`src/srld_pkg.sv`:
```
package srld_pkg;

   localparam int RING_SLOTS  = 64;
   localparam int SLOT_W      = $clog2(RING_SLOTS);
   localparam int QUEUE_DEPTH = 4;
   localparam int QPTR_W      = $clog2(QUEUE_DEPTH);

   localparam logic [1:0] OP_RX    = 2'd0;
   localparam logic [1:0] OP_READ  = 2'd1;
   localparam logic [1:0] OP_WRITE = 2'd2;

   localparam logic [1:0] KIND_READ  = 2'd0;
   localparam logic [1:0] KIND_EMPTY = 2'd1;
   localparam logic [1:0] KIND_TX    = 2'd2;

   localparam logic [7:0] CH_CR   = 8'h0D;
   localparam logic [7:0] CH_LF   = 8'h0A;
   localparam logic [7:0] CH_SEMI = 8'h3B;

   localparam logic [2:0] CSR_BLOCKING  = 3'd0;
   localparam logic [2:0] CSR_ECHO      = 3'd1;
   localparam logic [2:0] CSR_CRLF      = 3'd2;
   localparam logic [2:0] CSR_LINE_MODE = 3'd3;
   localparam logic [2:0] CSR_SEMI_EOL  = 3'd4;

   typedef enum logic [1:0] {
      CMD_DELIVER,
      CMD_EMPTY,
      CMD_TX
   } cmd_kind_type;

   typedef struct packed {
      cmd_kind_type kind;
      logic [7:0]   ch;
   } cmd_type;

   typedef struct packed {
      logic blocking;
      logic echo;
      logic crlf;
      logic line_mode;
      logic semi_eol;
   } cfg_type;

   // Both ring pointers walk downwards and wrap from slot 1 to the top slot.
   function automatic logic [SLOT_W-1:0] step_down(input logic [SLOT_W-1:0] slot);
      logic [SLOT_W-1:0] result;
      if ((slot <= SLOT_W'(1)) || (slot > SLOT_W'(RING_SLOTS - 1))) begin
         result = SLOT_W'(RING_SLOTS - 1);
      end else begin
         result = slot - SLOT_W'(1);
      end
      return result;
   endfunction

endpackage

```
`src/srld_req_if.sv`:
```
interface srld_req_if;
   logic       valid;
   logic       ready;
   logic [1:0] op;
   logic [7:0] data_in;

   modport source (output valid, output op, output data_in, input ready);
   modport sink (input valid, input op, input data_in, output ready);
endinterface

```
`src/srld_rsp_if.sv`:
```
interface srld_rsp_if;
   logic       valid;
   logic       ready;
   logic [1:0] kind;
   logic [7:0] data_out;
   logic       last;

   modport source (output valid, output kind, output data_out, output last, input ready);
   modport sink (input valid, input kind, input data_out, input last, output ready);
endinterface

```
`src/serial_rx_ring_line_discipline.sv`:
```
// Serial receive ring with a terminal line discipline.
// Requests arrive on req_chan (valid/ready): op selects a byte received from the
// line, a host read, or a host character to transmit; data_in carries the byte.
// Responses leave on rsp_chan (valid/ready) as kind, data_out and last, where last
// marks the final response of a request. A request yields zero to three responses.
// Settings are written through csr_we, csr_index and csr_wdata; the user must
// write them only while the block is idle, as the block itself does not enforce it.
// A classifying front end owns the ring pointers and the 64-slot ring memory and
// feeds a four-entry command queue; a back end expands each command into responses.
// A read that finds data passes through the fetch state for the registered ring
// read, and no request is accepted meanwhile. A command moves from the queue into
// the back end's pending flags and then to the output register; the back end issues
// one response per cycle while rsp_chan.ready holds, popping a command only when idle.
// Reset empties the ring, drops any held read and restores the default settings;
// the ring memory itself needs no clearing.
// While the receiver stalls, the output register holds its response, the queue
// fills, and req_chan.ready falls once the queue is full.
module serial_rx_ring_line_discipline (
   input  logic       clock,
   input  logic       reset,
   srld_req_if.sink   req_chan,
   srld_rsp_if.source rsp_chan,
   input  logic       csr_we,
   input  logic [2:0] csr_index,
   input  logic [0:0] csr_wdata
);
   import srld_pkg::*;

   cfg_type cfg_ff, cfg_in;
   logic    push_valid;
   cmd_type push_cmd;
   logic    push_ready;
   logic    pop_valid;
   cmd_type pop_cmd;
   logic    pop_ready;

   always_comb begin
      cfg_in = cfg_ff;
      if (csr_we) begin
         unique case (csr_index)
            CSR_BLOCKING:  cfg_in.blocking  = csr_wdata[0];
            CSR_ECHO:      cfg_in.echo      = csr_wdata[0];
            CSR_CRLF:      cfg_in.crlf      = csr_wdata[0];
            CSR_LINE_MODE: cfg_in.line_mode = csr_wdata[0];
            CSR_SEMI_EOL:  cfg_in.semi_eol  = csr_wdata[0];
            default: begin
            end
         endcase
      end
   end

   always_ff @(posedge clock) begin
      if (reset) begin
         cfg_ff <= '{blocking: 1'b1, echo: 1'b1, crlf: 1'b0, line_mode: 1'b0,
                     semi_eol: 1'b0};
      end else begin
         cfg_ff <= cfg_in;
      end
   end

   srld_front u_front (
      .clock      (clock),
      .reset      (reset),
      .req_chan   (req_chan),
      .cfg        (cfg_ff),
      .push_valid (push_valid),
      .push_cmd   (push_cmd),
      .push_ready (push_ready)
   );

   srld_cmd_queue u_queue (
      .clock      (clock),
      .reset      (reset),
      .push_valid (push_valid),
      .push_cmd   (push_cmd),
      .push_ready (push_ready),
      .pop_valid  (pop_valid),
      .pop_cmd    (pop_cmd),
      .pop_ready  (pop_ready)
   );

   srld_back u_back (
      .clock     (clock),
      .reset     (reset),
      .cfg       (cfg_ff),
      .pop_valid (pop_valid),
      .pop_cmd   (pop_cmd),
      .pop_ready (pop_ready),
      .rsp_chan  (rsp_chan)
   );

endmodule

```
`src/srld_front.sv`:
```
module srld_front (
   input  logic             clock,
   input  logic             reset,
   srld_req_if.sink         req_chan,
   input  srld_pkg::cfg_type cfg,
   output logic             push_valid,
   output srld_pkg::cmd_type push_cmd,
   input  logic             push_ready
);
   import srld_pkg::*;

   typedef enum logic {
      F_IDLE,
      F_FETCH
   } front_state_type;

   front_state_type   state_ff, state_in;
   logic [SLOT_W-1:0] write_slot_ff, write_slot_in;
   logic [SLOT_W-1:0] read_slot_ff, read_slot_in;
   logic              waiting_ff, waiting_in;
   logic [7:0]        mem_q_ff;
   logic [7:0]        ring_mem [RING_SLOTS];

   logic              accept;
   logic [SLOT_W-1:0] next_wr;
   logic [SLOT_W-1:0] next_rd;
   logic              mem_we;
   logic              mem_re;

   assign req_chan.ready = (state_ff == F_IDLE) && push_ready;
   assign accept         = req_chan.valid && req_chan.ready;
   assign next_wr        = step_down(write_slot_ff);
   assign next_rd        = step_down(read_slot_ff);

   always_comb begin
      state_in      = state_ff;
      write_slot_in = write_slot_ff;
      read_slot_in  = read_slot_ff;
      waiting_in    = waiting_ff;
      mem_we        = 1'b0;
      mem_re        = 1'b0;
      push_valid    = 1'b0;
      push_cmd      = '{kind: CMD_TX, ch: req_chan.data_in};
      if (state_ff == F_FETCH) begin
         push_valid = 1'b1;
         push_cmd   = '{kind: CMD_DELIVER, ch: mem_q_ff};
         state_in   = F_IDLE;
      end else if (accept) begin
         unique case (req_chan.op)
            OP_RX: begin
               if (next_wr != read_slot_ff) begin
                  write_slot_in = next_wr;
                  mem_we        = 1'b1;
                  // A held read takes the byte just stored, so it bypasses the ring.
                  if (waiting_ff) begin
                     waiting_in   = 1'b0;
                     read_slot_in = next_rd;
                     push_valid   = 1'b1;
                     push_cmd     = '{kind: CMD_DELIVER, ch: req_chan.data_in};
                  end
               end
            end
            OP_READ: begin
               if (write_slot_ff != read_slot_ff) begin
                  read_slot_in = next_rd;
                  mem_re       = 1'b1;
                  state_in     = F_FETCH;
               end else if (waiting_ff || cfg.blocking) begin
                  waiting_in = 1'b1;
               end else begin
                  push_valid = 1'b1;
                  push_cmd   = '{kind: CMD_EMPTY, ch: 8'h00};
               end
            end
            OP_WRITE: begin
               push_valid = 1'b1;
               push_cmd   = '{kind: CMD_TX, ch: req_chan.data_in};
            end
            default: begin
            end
         endcase
      end
   end

   always_ff @(posedge clock) begin
      if (reset) begin
         state_ff      <= F_IDLE;
         write_slot_ff <= SLOT_W'(1);
         read_slot_ff  <= SLOT_W'(1);
         waiting_ff    <= 1'b0;
      end else begin
         state_ff      <= state_in;
         write_slot_ff <= write_slot_in;
         read_slot_ff  <= read_slot_in;
         waiting_ff    <= waiting_in;
      end
   end

   always_ff @(posedge clock) begin
      if (mem_we) begin
         ring_mem[next_wr] <= req_chan.data_in;
      end
      if (mem_re) begin
         mem_q_ff <= ring_mem[next_rd];
      end
   end

`ifndef ASSERT_OFF
   a_wait_on_empty: assert property (@(posedge clock) disable iff (reset)
      waiting_ff |-> (write_slot_ff == read_slot_ff))
      else $error("read held while the ring holds data");

   a_fetch_has_room: assert property (@(posedge clock) disable iff (reset)
      (state_ff == F_FETCH) |-> push_ready)
      else $error("fetched byte has no room in the command queue");
`endif

endmodule

```
`src/srld_cmd_queue.sv`:
```
module srld_cmd_queue (
   input  logic              clock,
   input  logic              reset,
   input  logic              push_valid,
   input  srld_pkg::cmd_type push_cmd,
   output logic              push_ready,
   output logic              pop_valid,
   output srld_pkg::cmd_type pop_cmd,
   input  logic              pop_ready
);
   import srld_pkg::*;

   cmd_type           entries_ff [QUEUE_DEPTH];
   logic [QPTR_W-1:0] wr_ptr_ff, wr_ptr_in;
   logic [QPTR_W-1:0] rd_ptr_ff, rd_ptr_in;
   logic [QPTR_W:0]   count_ff, count_in;
   logic              do_push;
   logic              do_pop;

   assign push_ready = (count_ff != (QPTR_W + 1)'(QUEUE_DEPTH));
   assign pop_valid  = (count_ff != '0);
   assign pop_cmd    = entries_ff[rd_ptr_ff];
   assign do_push    = push_valid && push_ready;
   assign do_pop     = pop_valid && pop_ready;

   always_comb begin
      wr_ptr_in = wr_ptr_ff;
      rd_ptr_in = rd_ptr_ff;
      count_in  = count_ff;
      if (do_push) begin
         wr_ptr_in = (wr_ptr_ff == QPTR_W'(QUEUE_DEPTH - 1)) ? '0 : wr_ptr_ff + QPTR_W'(1);
      end
      if (do_pop) begin
         rd_ptr_in = (rd_ptr_ff == QPTR_W'(QUEUE_DEPTH - 1)) ? '0 : rd_ptr_ff + QPTR_W'(1);
      end
      if (do_push && !do_pop) begin
         count_in = count_ff + (QPTR_W + 1)'(1);
      end else if (do_pop && !do_push) begin
         count_in = count_ff - (QPTR_W + 1)'(1);
      end
   end

   always_ff @(posedge clock) begin
      if (reset) begin
         wr_ptr_ff <= '0;
         rd_ptr_ff <= '0;
         count_ff  <= '0;
      end else begin
         wr_ptr_ff <= wr_ptr_in;
         rd_ptr_ff <= rd_ptr_in;
         count_ff  <= count_in;
      end
      if (do_push) begin
         entries_ff[wr_ptr_ff] <= push_cmd;
      end
   end

`ifndef ASSERT_OFF
   a_empty_ptrs: assert property (@(posedge clock) disable iff (reset)
      (count_ff == '0) |-> (wr_ptr_ff == rd_ptr_ff))
      else $error("command queue pointers disagree with its count");
`endif

endmodule

```
`src/srld_back.sv`:
```
module srld_back (
   input  logic              clock,
   input  logic              reset,
   input  srld_pkg::cfg_type cfg,
   input  logic              pop_valid,
   input  srld_pkg::cmd_type pop_cmd,
   output logic              pop_ready,
   srld_rsp_if.source        rsp_chan
);
   import srld_pkg::*;

   logic       pend_read_ff, pend_read_in;
   logic       pend_empty_ff, pend_empty_in;
   logic       pend_tx_ff, pend_tx_in;
   logic       pend_cr_ff, pend_cr_in;
   logic [7:0] ch_ff, ch_in;
   logic       out_valid_ff, out_valid_in;
   logic [1:0] kind_ff, kind_in;
   logic [7:0] data_ff, data_in;
   logic       last_ff, last_in;

   logic       busy;
   logic       out_free;
   logic [7:0] xlat_ch;

   assign busy      = pend_read_ff || pend_empty_ff || pend_tx_ff || pend_cr_ff;
   assign out_free  = !out_valid_ff || rsp_chan.ready;
   assign pop_ready = !busy;

   // Line mode turns carriage returns, and semicolons when enabled, into line feeds.
   always_comb begin
      xlat_ch = pop_cmd.ch;
      if (cfg.line_mode && ((pop_cmd.ch == CH_CR) ||
                            (cfg.semi_eol && (pop_cmd.ch == CH_SEMI)))) begin
         xlat_ch = CH_LF;
      end
   end

   always_comb begin
      pend_read_in  = pend_read_ff;
      pend_empty_in = pend_empty_ff;
      pend_tx_in    = pend_tx_ff;
      pend_cr_in    = pend_cr_ff;
      ch_in         = ch_ff;
      out_valid_in  = out_valid_ff && !rsp_chan.ready;
      kind_in       = kind_ff;
      data_in       = data_ff;
      last_in       = last_ff;
      if (!busy) begin
         if (pop_valid) begin
            unique case (pop_cmd.kind)
               CMD_DELIVER: begin
                  pend_read_in = 1'b1;
                  pend_tx_in   = cfg.echo;
                  pend_cr_in   = cfg.echo && cfg.crlf && (xlat_ch == CH_LF);
                  ch_in        = xlat_ch;
               end
               CMD_EMPTY: begin
                  pend_empty_in = 1'b1;
                  ch_in         = 8'h00;
               end
               CMD_TX: begin
                  pend_tx_in = 1'b1;
                  pend_cr_in = cfg.crlf && (pop_cmd.ch == CH_LF);
                  ch_in      = pop_cmd.ch;
               end
               default: begin
               end
            endcase
         end
      end else if (out_free) begin
         out_valid_in = 1'b1;
         if (pend_read_ff) begin
            pend_read_in = 1'b0;
            kind_in      = KIND_READ;
            data_in      = ch_ff;
            last_in      = !(pend_tx_ff || pend_cr_ff);
         end else if (pend_empty_ff) begin
            pend_empty_in = 1'b0;
            kind_in       = KIND_EMPTY;
            data_in       = 8'h00;
            last_in       = 1'b1;
         end else if (pend_tx_ff) begin
            pend_tx_in = 1'b0;
            kind_in    = KIND_TX;
            data_in    = ch_ff;
            last_in    = !pend_cr_ff;
         end else begin
            pend_cr_in = 1'b0;
            kind_in    = KIND_TX;
            data_in    = CH_CR;
            last_in    = 1'b1;
         end
      end
   end

   always_ff @(posedge clock) begin
      if (reset) begin
         pend_read_ff  <= 1'b0;
         pend_empty_ff <= 1'b0;
         pend_tx_ff    <= 1'b0;
         pend_cr_ff    <= 1'b0;
         out_valid_ff  <= 1'b0;
      end else begin
         pend_read_ff  <= pend_read_in;
         pend_empty_ff <= pend_empty_in;
         pend_tx_ff    <= pend_tx_in;
         pend_cr_ff    <= pend_cr_in;
         out_valid_ff  <= out_valid_in;
      end
      ch_ff   <= ch_in;
      kind_ff <= kind_in;
      data_ff <= data_in;
      last_ff <= last_in;
   end

   assign rsp_chan.valid    = out_valid_ff;
   assign rsp_chan.kind     = kind_ff;
   assign rsp_chan.data_out = data_ff;
   assign rsp_chan.last     = last_ff;

`ifndef ASSERT_OFF
   a_cr_after_lf: assert property (@(posedge clock) disable iff (reset)
      pend_cr_ff |-> (ch_ff == CH_LF))
      else $error("carriage return queued after a character other than line feed");

   a_empty_alone: assert property (@(posedge clock) disable iff (reset)
      pend_empty_ff |-> !(pend_read_ff || pend_tx_ff || pend_cr_ff))
      else $error("empty response mixed with other responses");
`endif

endmodule

```
`src/flat_wrapper.sv`:
```
// flat-port wrapper written by rule: the top's interface ports become plain ports
module serial_rx_ring_line_discipline_flat import srld_pkg::*;
  (clock, reset, csr_we, csr_index, csr_wdata, req_chan_valid, req_chan_op, req_chan_data_in, req_chan_ready, rsp_chan_valid, rsp_chan_kind, rsp_chan_data_out, rsp_chan_last, rsp_chan_ready);
  srld_req_if req_chan_i ();
  srld_rsp_if rsp_chan_i ();
  input  logic clock;
  input  logic reset;
  input  logic csr_we;
  input  logic [2:0] csr_index;
  input  logic [0:0] csr_wdata;
  input wire logic [$bits(req_chan_i.valid)-1:0] req_chan_valid;
  input wire logic [$bits(req_chan_i.op)-1:0] req_chan_op;
  input wire logic [$bits(req_chan_i.data_in)-1:0] req_chan_data_in;
  output wire logic [$bits(req_chan_i.ready)-1:0] req_chan_ready;
  output wire logic [$bits(rsp_chan_i.valid)-1:0] rsp_chan_valid;
  output wire logic [$bits(rsp_chan_i.kind)-1:0] rsp_chan_kind;
  output wire logic [$bits(rsp_chan_i.data_out)-1:0] rsp_chan_data_out;
  output wire logic [$bits(rsp_chan_i.last)-1:0] rsp_chan_last;
  input wire logic [$bits(rsp_chan_i.ready)-1:0] rsp_chan_ready;
  assign req_chan_i.valid = req_chan_valid;
  assign req_chan_i.op = req_chan_op;
  assign req_chan_i.data_in = req_chan_data_in;
  assign req_chan_ready = req_chan_i.ready;
  assign rsp_chan_valid = rsp_chan_i.valid;
  assign rsp_chan_kind = rsp_chan_i.kind;
  assign rsp_chan_data_out = rsp_chan_i.data_out;
  assign rsp_chan_last = rsp_chan_i.last;
  assign rsp_chan_i.ready = rsp_chan_ready;
  serial_rx_ring_line_discipline u_core (.clock(clock), .reset(reset), .req_chan(req_chan_i), .rsp_chan(rsp_chan_i), .csr_we(csr_we), .csr_index(csr_index), .csr_wdata(csr_wdata));
endmodule
```
`config.mk`:
```
export PLATFORM = sky130hd
export DESIGN_NAME = serial_rx_ring_line_discipline_flat
export DESIGN_NICKNAME = d
export VERILOG_FILES = /design/src/srld_pkg.sv /design/src/srld_req_if.sv /design/src/srld_rsp_if.sv /design/src/serial_rx_ring_line_discipline.sv /design/src/srld_front.sv /design/src/srld_cmd_queue.sv /design/src/srld_back.sv /design/src/flat_wrapper.sv
export SDC_FILE = /design/constraint.sdc
export NUM_CORES = 1
export LEC_CHECK = 0
export BUFFER_PORTS_ARGS = -buffer_cell sky130_fd_sc_hd__buf_2
export CAP_MARGIN = 30
export CORE_MARGIN = 5
export CORE_UTILIZATION = 45
export DETAILED_ROUTE_END_ITERATION = 8
export SYNTH_ARGS = -nofsm -noshare
export SYNTH_HDL_FRONTEND = slang
export SYNTH_SLANG_ARGS = --single-unit
```
`constraint.sdc`:
```
create_clock -name clock -period 7.3 [get_ports clock]
set_input_delay 0.73 -clock clock [delete_from_list [all_inputs] [get_ports clock]]
set_output_delay 0.73 -clock clock [all_outputs]
set_load 0.02 [all_outputs]
```
=== After elaboration in Yosys (flattened, before gate mapping) ===
Memories as Yosys holds them, arrays and structs flattened. A register that Yosys moved wholly into a read port is not among the register bits.
Index checks and enable logic that the tools add are counted.

* Memory bits (writable): 552
* Flip-flop bits (word level): 50
* Input bits: 19
* Memories kept: 2
* Output and inout bits: 13
* Logic and storage cells: 189

* Mux-type cells: 75
* Add/sub/neg operators: 6
* Bitwise logic cells: 2
* Eq/ne operators: 26
* $lt $le $gt $ge: 4
* Reductions and logical operators: 53

{| class="wikitable"
|+ Memory list
! name !! words !! width !! read ports !! clocked after memory_dff !! write ports !! line !! source
|-
| u_core.u_front.ring_mem || 64 || 8 || 1 || 1 || 1 || srld_front.sv:22 || <nowiki>logic [7:0] ring_mem [RING_SLOTS];</nowiki>
|-
| u_core.u_queue.entries_ff || 4 || 10 || 1 || 1 || 1 || srld_cmd_queue.sv:13 || <nowiki>cmd_type entries_ff [QUEUE_DEPTH];</nowiki>
|}

{| class="wikitable"
|+ Operator list
! kind !! number
|-
| 2-to-1 mux 10 bit || 6
|-
| 2-to-1 mux 1 bit || 46
|-
| 2-to-1 mux 8 bit || 4
|-
| 2-to-1 mux 6 bit || 5
|-
| == test 8 x 4 -> 1 bit, second input constant || 3
|-
| one-hot mux 8 bit (3 select lines) || 1
|-
| one-hot mux 10 bit (2 select lines) || 1
|-
| AND reduction 6 bit || 3
|-
| inequality test 2 bit, second input constant || 8
|-
| greater-than comparator 6 bit, second input constant || 2
|-
| less-or-equal comparator 6 x 1 -> 1 bit, second input constant || 2
|-
| logical AND 1 bit || 12
|-
| inequality test 6 bit || 2
|-
| one-hot mux 6 bit (2 select lines) || 1
|-
| AND reduction 2 bit || 6
|-
| subtractor 6 x 1 -> 6 bit, second input constant || 2
|-
| 2-to-1 mux 2 bit || 5
|-
| nonzero test 2 bit || 5
|-
| logical OR 1 bit || 9
|-
| nonzero test 3 bit || 3
|-
| == test 2 bit, second input constant || 4
|-
| == test 8 x 6 -> 1 bit, second input constant || 1
|-
| AND reduction 4 bit || 2
|-
| logical NOT 1 bit || 7
|-
| 17 further kinds || 26
|}

=== Depth between registers and ports, before layout ===
Gate-level depths: netlist of run 1.

* Depth in word-level cells: 13
* Mapped depth: 19
* Gate-level depth less buffers: 14

=== Hierarchy ===
A second synthesis of run 1 with hierarchy kept.

* Cells, all modules: 1,698
* Area total of the unflattened synthesis: 25,040.3 sq um

{| class="wikitable"
|+ By module, submodules not included
! module !! times used !! cells an instance !! sequential area each (sq um) !! area an instance (sq um)
|-
| srld_front || 1 || 1,481 || 15,895.2 || 21,758.4
|-
| srld_cmd_queue || 1 || 100 || 1,381.3 || 1,919.3
|-
| srld_back || 1 || 95 || 670.6 || 1,114.8
|-
| serial_rx_ring_line_discipline || 1 || 22 || 100.1 || 247.7
|}

=== Worst setup path before layout of run 1 ===
Ideal clock, no wire load.

* Kind: register to register
* Start point: register u_core.u_front.write_slot_ff[0]
* End point: register u_core.u_queue.count_ff[2]
* Buffers on the path: 4
* Data required time: 7.230 ns
* Stages on the path, launching flop included: 19
* Setup slack: 3.602 ns
* Library setup time: 0.070 ns
* Data arrival time: 3.628 ns
* Period minus slack after synthesis: 3.698 ns
* Cells stage by stage: dfxtp_1 buf_6 clkbuf_1 inv_1 ha_1 buf_2 xor2_1 o32ai_1 a32oi_2 a31oi_2 a21oi_1 or2_1 buf_2 ha_1 inv_1 fa_1 xor2_1 or3_1 a21oi_1

* Longest elaborated chain between the ends: 12
* Elaborated cells on any way between the ends: 18
* Classes of those cells: add/sub (1); order compare (2); eq/ne (2); mux (7); reduce/logical (6)

{| class="wikitable"
|+ Ends and longest elaborated chain
! item !! line !! source
|-
| from (decl) || srld_front.sv:18 || <nowiki>logic [SLOT_W-1:0] write_slot_ff, write_slot_in;</nowiki>
|-
| from (signal assigned) || srld_front.sv:93 || <nowiki>write_slot_ff <= write_slot_in;</nowiki>
|-
| less-or-equal comparator 6 x 1 -> 1 bit or greater-than comparator 6 bit (tied branches) || srld_pkg.sv:48 || <nowiki>if ((slot <= SLOT_W'(1)) || (slot > SLOT_W'(RING_SLOTS - 1))) begin</nowiki>
|-
| logical OR 1 bit || srld_pkg.sv:48 ||
|-
| 2-to-1 mux 6 bit || srld_pkg.sv:48 ||
|-
| inequality test 6 bit || srld_front.sv:51 || <nowiki>if (next_wr != read_slot_ff) begin</nowiki>
|-
| 2-to-1 mux 1 bit || srld_front.sv:51 ||
|-
| one-hot mux 1 bit (3 select lines) * || srld_front.sv:49 || <nowiki>unique case (req_chan.op)</nowiki>
|-
| 2-to-1 mux 1 bit * || srld_front.sv:48 || <nowiki>end else if (accept) begin</nowiki>
|-
| 2-to-1 mux 1 bit * || srld_front.sv:44 || <nowiki>if (state_ff == F_FETCH) begin</nowiki>
|-
| logical AND 1 bit * || srld_cmd_queue.sv:23 || <nowiki>assign do_push = push_valid && push_ready;</nowiki>
|-
| net u_core.u_queue.do_push || srld_cmd_queue.sv:17 || <nowiki>logic do_push;</nowiki>
|-
| logical NOT 1 bit || srld_cmd_queue.sv:38 || <nowiki>end else if (do_pop && !do_push) begin</nowiki>
|-
| logical AND 1 bit || srld_cmd_queue.sv:38 ||
|-
| nonzero test 2 bit (no line) || n/a ||
|-
| to (signal assigned) || srld_cmd_queue.sv:51 || <nowiki>count_ff <= count_in;</nowiki>
|-
| to (decl) || srld_cmd_queue.sv:16 || <nowiki>logic [QPTR_W:0] count_ff, count_in;</nowiki>
|}

The timed path passes the listed nets; every way through them passes the cells marked *.
A chain may end at the register's enable or synchronous reset.

=== Worst setup path after layout of run 1 ===
* Start point: register u_core.u_front.read_slot_ff[0]
* End point: register u_core.u_front.mem_q_ff[4] (read register of u_core.u_front.ring_mem), data pin

* Longest elaborated chain between the ends: 5
* Elaborated cells on any way between the ends: 10
* Classes of those cells: add/sub (1); order compare (2); eq/ne (1); mux (5); reduce/logical (1)

{| class="wikitable"
|+ Ends and longest elaborated chain
! item !! line !! source
|-
| from (decl) || srld_front.sv:19 || <nowiki>logic [SLOT_W-1:0] read_slot_ff, read_slot_in;</nowiki>
|-
| from (signal assigned) || srld_front.sv:94 || <nowiki>read_slot_ff <= read_slot_in;</nowiki>
|-
| inequality test 6 bit || srld_front.sv:64 || <nowiki>if (write_slot_ff != read_slot_ff) begin</nowiki>
|-
| 2-to-1 mux 1 bit || srld_front.sv:64 ||
|-
| 2-to-1 mux 1 bit (2 in a row) || n/a ||
|-
| 2-to-1 mux 1 bit || srld_front.sv:44 ||
|-
| to (decl) || srld_front.sv:21 || <nowiki>logic [7:0] mem_q_ff;</nowiki>
|}

Several ways; a longest one is shown, not always the timed one.

==> flow_summary.yaml, run 1 <==
run_status:
  status: "completed"
power_and_ir_drop:
  p_sw_mw: 3.29
  clkPwrFrac: 0.319
  p_total_mw: 10.0
  comb_power_share: 0.271
  p_leak_nw: 8.96
  p_int_mw: 6.76
  peakVddDrop_mv: 0.232
  power_per_cell_area_mw_per_mm2: 356
  pwr-share-seq: 0.410
  switching_share: 0.327
critical_path:
  rr_endpoint: "u_core.u_front.mem_q_ff[4]"
  worstPathArrival_ns: 5.20
  reg2reg_depth: 10
  crit_path_end_kind: "flip-flop"
  crit_required_ns: 7.60
  regToRegStartpoint: "u_core.u_front.read_slot_ff[0]"
  worstSetupPathType: "reg2reg"
  path_cells: "inv_2, ha_1, or2_2, a21oi_4, buf_4, mux4_2, nand2_1, nand4_1, o311ai_1, o22ai_1"
  crit_path_top_delay_cell: "dfxtp_4"
  worst_path_largest_cell_delay_ns: 0.67
  startpoint_type: "flip-flop"
  r2r_slack_ns: 2.41
  cp_max_fo: 47
clocking:
  cts_made_buffers: 66
  cts_max_level: 3
  hold_buffers: 0
  clock_tree.root_cell: "clkbuf_16"
  clkSlewWorstSetupHoldPaths_ns: 0.06
  cts_tree: "yes"
  cts.sinks: 612
  cts_setup_buffers: 0
  clock_path_buffers: 3
  clock_latency_ns: 0.60
  ctsResizeCount: 0
cells_and_area:
  final_cell_mix: "edfxtp_1 (579), nand2_1 (122), nor2_1 (119)"
  regArea_sq_mm: 0.0181
  fillers: 4561
  drive_above_1_share: 0.141
  postLayoutCellArea_sq_mm: 0.0282
  syn_to_final_growth_pct: 11.6
  multi_input_area_sq_mm: 0.00671
  fin_nets: 1747
  stdcell_count: 2508
  antenna_cells: 0
  final_common_cell: "edfxtp_1"
placed_design:
  place_ws_ns: 2.40
  dp_hpwl_microns: 40700
  gp_congestion: 0.851
  place_area_sq_mm: 0.0262
  dpl.cell_count: 2393
  portBuffers: 31
worst_hold_path:
  worstHoldEndpoint: "u_core.cfg_ff[3]"
  holdCritStartpoint: "csr_wdata"
  whs_path_depth: 2
  hp-class: "in2reg"
sta:
  setup_viol: 0
  timing.final.ws_setup_ns: 2.41
  rsz0062_at_grt: "false"
  post-route-period-util: 0.670
  tns_ns: 0
  max_freq_ghz: 0.204
  worst_slew_pin_slew_ns: 0.981
  final-hold-violation-count: 0
  maxSlewHeadroom: 0.346
  clock-skew-final_ns: 0.0261
  slew_violations: 0
  final.min_clock_period_ns: 4.89
routing:
  vias: 15400
  postRouteAntennaNets: 0
  drt-pass1-iter-count: 6
  routedWlPerCell_microns: 26.2
  drt-total-wl_microns: 65800
  drt_iter0_drc: 1997
  drc: 0
  viasPerCell: 6.15
die:
  dieArea_sq_mm: 0.0610
  ios: 32
  initial_core_util: 0.456
  core_sq_mm: 0.0554
  die_y_microns: 247
  row_count: 86
  die_w_microns: 247
synth:
  synth.avg_cell_area_sq_um: 15.0
  async_reset_ff_frac: 0
  synth_ff_type: "edfxtp_1"
  ys_ff_latch: 612
  syn_area_sq_mm: 0.0253
  yosysWarningCount: 0
  synth.distinct_cells: 82
  synth_nets: 1723
  synth_seq_area_share: 0.714
  synth_edf_count: 579
  synth_cells: 1689
global_route:
  grt_overflow: 0
  antenna_found_initial: 0
  first_global_vias: 14900
  grt_pass1_wl_microns: 97100
  grt_max_degree: 74
  track_usage: 0.214
job:
  cap_violations: 0
cells in the mapped netlist, drive strengths merged (13+ instances only):
cell type | instances | area [sq um]
nor2 | 120 | 453
mux2i | 47 | 470
inv | 18 | 67.6
o221ai | 82 | 718
a211oi | 23 | 173
nand4 | 20 | 125
and2 | 14 | 87.6
edfxtp | 579 | 17400
clkbuf | 55 | 206
nor2b | 22 | 138
o21ai | 77 | 393
a31oi | 14 | 93.8
ha | 14 | 175
o211ai | 13 | 103
nor3 | 24 | 120
a21oi | 101 | 509
o22ai | 31 | 194
nand3 | 20 | 100
dfxtp | 33 | 661
mux2 | 32 | 360
mux4 | 31 | 698
buf | 53 | 303
nand2 | 122 | 458
registers in the layout, summed over array words and instances (netlist names), 5 cells and up, named ones only:
name / flops
u_core.u_front.ring_mem: 512
u_core.cfg_ff: 5
u_core.u_queue.entries_ff: 40
u_core.u_back.rsp_chan.data_out: 8
u_core.u_front.mem_q_ff: 8
u_core.u_front.read_slot_ff: 6
u_core.u_back.ch_ff: 8
u_core.u_front.write_slot_ff: 6
how the worst max path moves through the flow:
stage	to	startpoint	slack [ns]	cells past startpoint
2_1_floorplan	u_core.u_queue.count_ff[2]	u_core.u_front.write_slot_ff[0]	3.60	18
3_3_place_gp	u_core.u_front.mem_q_ff[4]	u_core.u_front.read_slot_ff[0]	2.46	10
3_5_place_dp	u_core.u_front.mem_q_ff[7]	u_core.u_front.read_slot_ff[0]	2.40	10
4_1_cts	u_core.u_front.mem_q_ff[7]	u_core.u_front.read_slot_ff[0]	2.41	10
5_1_grt	u_core.u_front.mem_q_ff[7]	u_core.u_front.read_slot_ff[0]	2.14	10
6_report	u_core.u_front.mem_q_ff[4]	u_core.u_front.read_slot_ff[0]	2.41	10
final cells by class:
class / count / share of cell area
multi-input cells: 951 / 0.238
clock inverters: 35 / 0.0114
inverters: 18 / 0.00239
clock buffers: 80 / 0.0611
repair buffers: 64 / 0.0146
flip-flops and latches: 612 / 0.640
well taps: 748 / 0.0332
power groups by stage:
| stage | logic, mW | registers [mW] | clock network [mW] |
|---|---|---|---|
| after floorplan | 1.77 | 4.17 | 0 |
| after global placement | 2.69 | 4.19 | 0 |
| after detailed placement | 2.71 | 4.20 | 0 |
| after CTS | 2.72 | 4.12 | 3.26 |
| after global routing | 2.91 | 4.14 | 3.42 |
| final | 2.72 | 4.12 | 3.20 |
per-stage QoR:
| step | hold slack (ns) | utilization |
|---|---|---|
| CTS | 0.371 | 0.509 |
| detailed placement | 0.488 | 0.472 |
| finish | 0.402 | 0.509 |
| global route | 0.410 | 0.509 |
| floorplan | 0.451 | - |
| global placement | 0.487 | 0.472 |
logic make-up after synthesis:
kind of cell / count (synthesis) / share of synthesized area
buffers and inverters: 126 / 0.0228
adders and majority gates: 15 / 0.00772
muxes: 110 / 0.0605
DFF: 612 / 0.714
and+or+nand+nor: 380 / 0.0700
xor gates and xnor gates: 12 / 0.00530
AOI/OAI and AO/OA: 434 / 0.120
critical path, delay by kind of cell (launching register included):
| kind | cells | cell delay (ns) |
|---|---|---|
| AND/OR/NAND/NOR | 3 | 0.75 |
| AO/OA/AOI/OAI | 3 | 1.03 |
| flip-flops | 1 | 0.67 |
| adder cells (fa/ha/maj) | 1 | 0.57 |
| buffers and inverters | 2 | 1.00 |
| multiplexers | 1 | 0.58 |
metal layers:
metal,global-route usage,up-vias,share of wire
met5,0,-,0
met4,0.0586,0,0.028
met3,0.0450,115,0.088
met2,0.342,726,0.47
met1,0.300,7800,0.41
li1,-,6784,-
Power figures use the tool's default switching activity.
==> run 2, diff against run 1 <==
==> constraint.sdc (replaced) <==
create_clock -name clock -period 5.05 [get_ports clock]
set_input_delay 0.505 -clock clock [delete_from_list [all_inputs] [get_ports clock]]
set_output_delay 0.505 -clock clock [all_outputs]
set_load 0.02 [all_outputs]
==> run 2 against run 1 <==
Clock skew up 0.0055 ns. Routed wire length increased by 1.3%. Count of clock-buffer cells in the layout down 3. Non-clock buffer count up 17. Final area rose by 0.94%. Worst setup slack lost 1.3 ns. Sequential share of layout area decreased by 0.59 points. Critical path depth fell by 2. Combinational power grew 45%. Core utilization rose by 0.48 points. Largest cell class unchanged.
==> flow_summary.yaml, run 2 (synthesis results as in run 1) <==
run_status:
  status: "completed"
placed_design:
  dpl.cell_count: 2410
  gp_congestion: 0.938
  place_ws_ns: 1.15
  dp_hpwl_microns: 42900
  portBuffers: 31
die:
  initial_core_util: 0.456
  row_count: 86
  dieArea_sq_mm: 0.0610
  ios: 32
  die_y_microns: 247
  die_w_microns: 247
  core_sq_mm: 0.0554
cells_and_area:
  regMostFlops: "u_core.u_front.ring_mem"
  largest_reg_flops: 512
  syn_to_final_growth_pct: 12.7
  top_regs: "u_core.u_front.ring_mem (512), u_core.u_queue.entries_ff (40)"
  finalCoreUtilization: 0.514
  drive_above_1_share: 0.152
  stdcell_count: 2524
  final_cell_mix: "edfxtp_1 (579), nand2_1 (122), nor2_1 (119)"
  fin_nets: 1764
  final_common_cell: "edfxtp_1"
  antenna_cells: 0
routing:
  drt-pass1-iter-count: 7
  drt_iter0_drc: 1824
  vias: 15400
  drt-total-wl_microns: 66700
  postRouteAntennaNets: 0
  drc: 0
  routedWlPerCell_microns: 26.4
  viasPerCell: 6.10
sta:
  maxSlewHeadroom: 0.377
  worst_slew_pin_slew_ns: 0.930
  post-route-period-util: 0.786
  tns_ns: 0
  final-hold-violation-count: 0
  final.min_clock_period_ns: 3.97
  setup_viol: 0
  slew_violations: 0
  rsz0062_at_grt: "false"
  clock-skew-final_ns: 0.0317
  timing.final.ws_setup_ns: 1.08
  max_freq_ghz: 0.252
power_and_ir_drop:
  p_leak_nw: 9.10
  p_total_mw: 14.8
  peakVddDrop_mv: 0.336
  power_per_cell_area_mw_per_mm2: 519
global_route:
  grt_max_degree: 84
  track_usage: 0.220
  grt_overflow: 0
  grt_pass1_wl_microns: 99700
  first_global_vias: 15000
  antenna_found_initial: 1
critical_path:
  cp_max_fo: 31
  crit_required_ns: 5.36
  worstSetupPathType: "reg2reg"
  startpoint_type: "flip-flop"
  worstPathArrival_ns: 4.28
  crit_path_end_kind: "flip-flop"
clocking:
  clkSlewWorstSetupHoldPaths_ns: 0.06
  cts_tree: "yes"
  hold_buffers: 0
  clock_path_buffers: 3
  cts_max_level: 3
  clock_latency_ns: 0.61
  cts.sinks: 612
  clock_tree.root_cell: "clkbuf_16"
  cts_made_buffers: 66
  cts_setup_buffers: 0
  ctsResizeCount: 0
worst_hold_path:
  hp-class: "in2reg"
job:
  cap_violations: 0
[run 2: critical path: stages (launching register included)]
cell and delay [ns]:
dfxtp_4 0.62, inv_2 0.08, ha_1 0.41, or2_2 0.40, o21ai_4 0.73, buf_4 0.35, a21oi_1 0.10, a221oi_1 0.75
o32ai_1 0.21
[run 2: final cells by class]
type | instances | area (sq um)
clock inverter | 37 | 428
timing repair buffer | 81 | 543
inverter | 18 | 67.6
tap | 748 | 936
fill | 4581 | 26900
sequential | 612 | 18100
clock buffer | 77 | 1760
multi-input combinational | 951 | 6700
[run 2: metal layers]
metal | track usage | part of all wire | vias to the layer above
met5 | 0 | 0.00030 | -
met2 | 0.351 | 0.47 | 658
met1 | 0.303 | 0.41 | 7792
li1 | - | - | 6817
met3 | 0.0465 | 0.084 | 118
met4 | 0.0719 | 0.029 | 2
[run 2: where the power goes]
part | internal, mW | switching, mW
Combinational | 1.31 | 2.63
Sequential | 5.81 | 0.139
Clock | 2.95 | 1.95
Total | 10.1 | 4.72
[run 2: through the flow]
stage	hold slack, ns	instance area [sq um]
final	0.190	28500
after detailed placement	0.490	26300
after floorplan	0.451	25300
after CTS	0.150	28500
after global routing	0.188	28500
after global placement	0.489	26300
[run 2: final timing paths]
path / startpoint / endpoint / slack [ns] / cells after the start
setup / recovery: u_core.u_front.read_slot_ff[0] / u_core.u_front.mem_q_ff[5] / 1.08 / 8
setup reg to reg: u_core.u_front.read_slot_ff[0] / u_core.u_front.mem_q_ff[5] / 1.08 / 8
hold reg to reg: u_core.cfg_ff[2] / u_core.cfg_ff[2] / 0.50 / 2
hold / removal: csr_wdata / u_core.cfg_ff[3] / 0.19 / 2
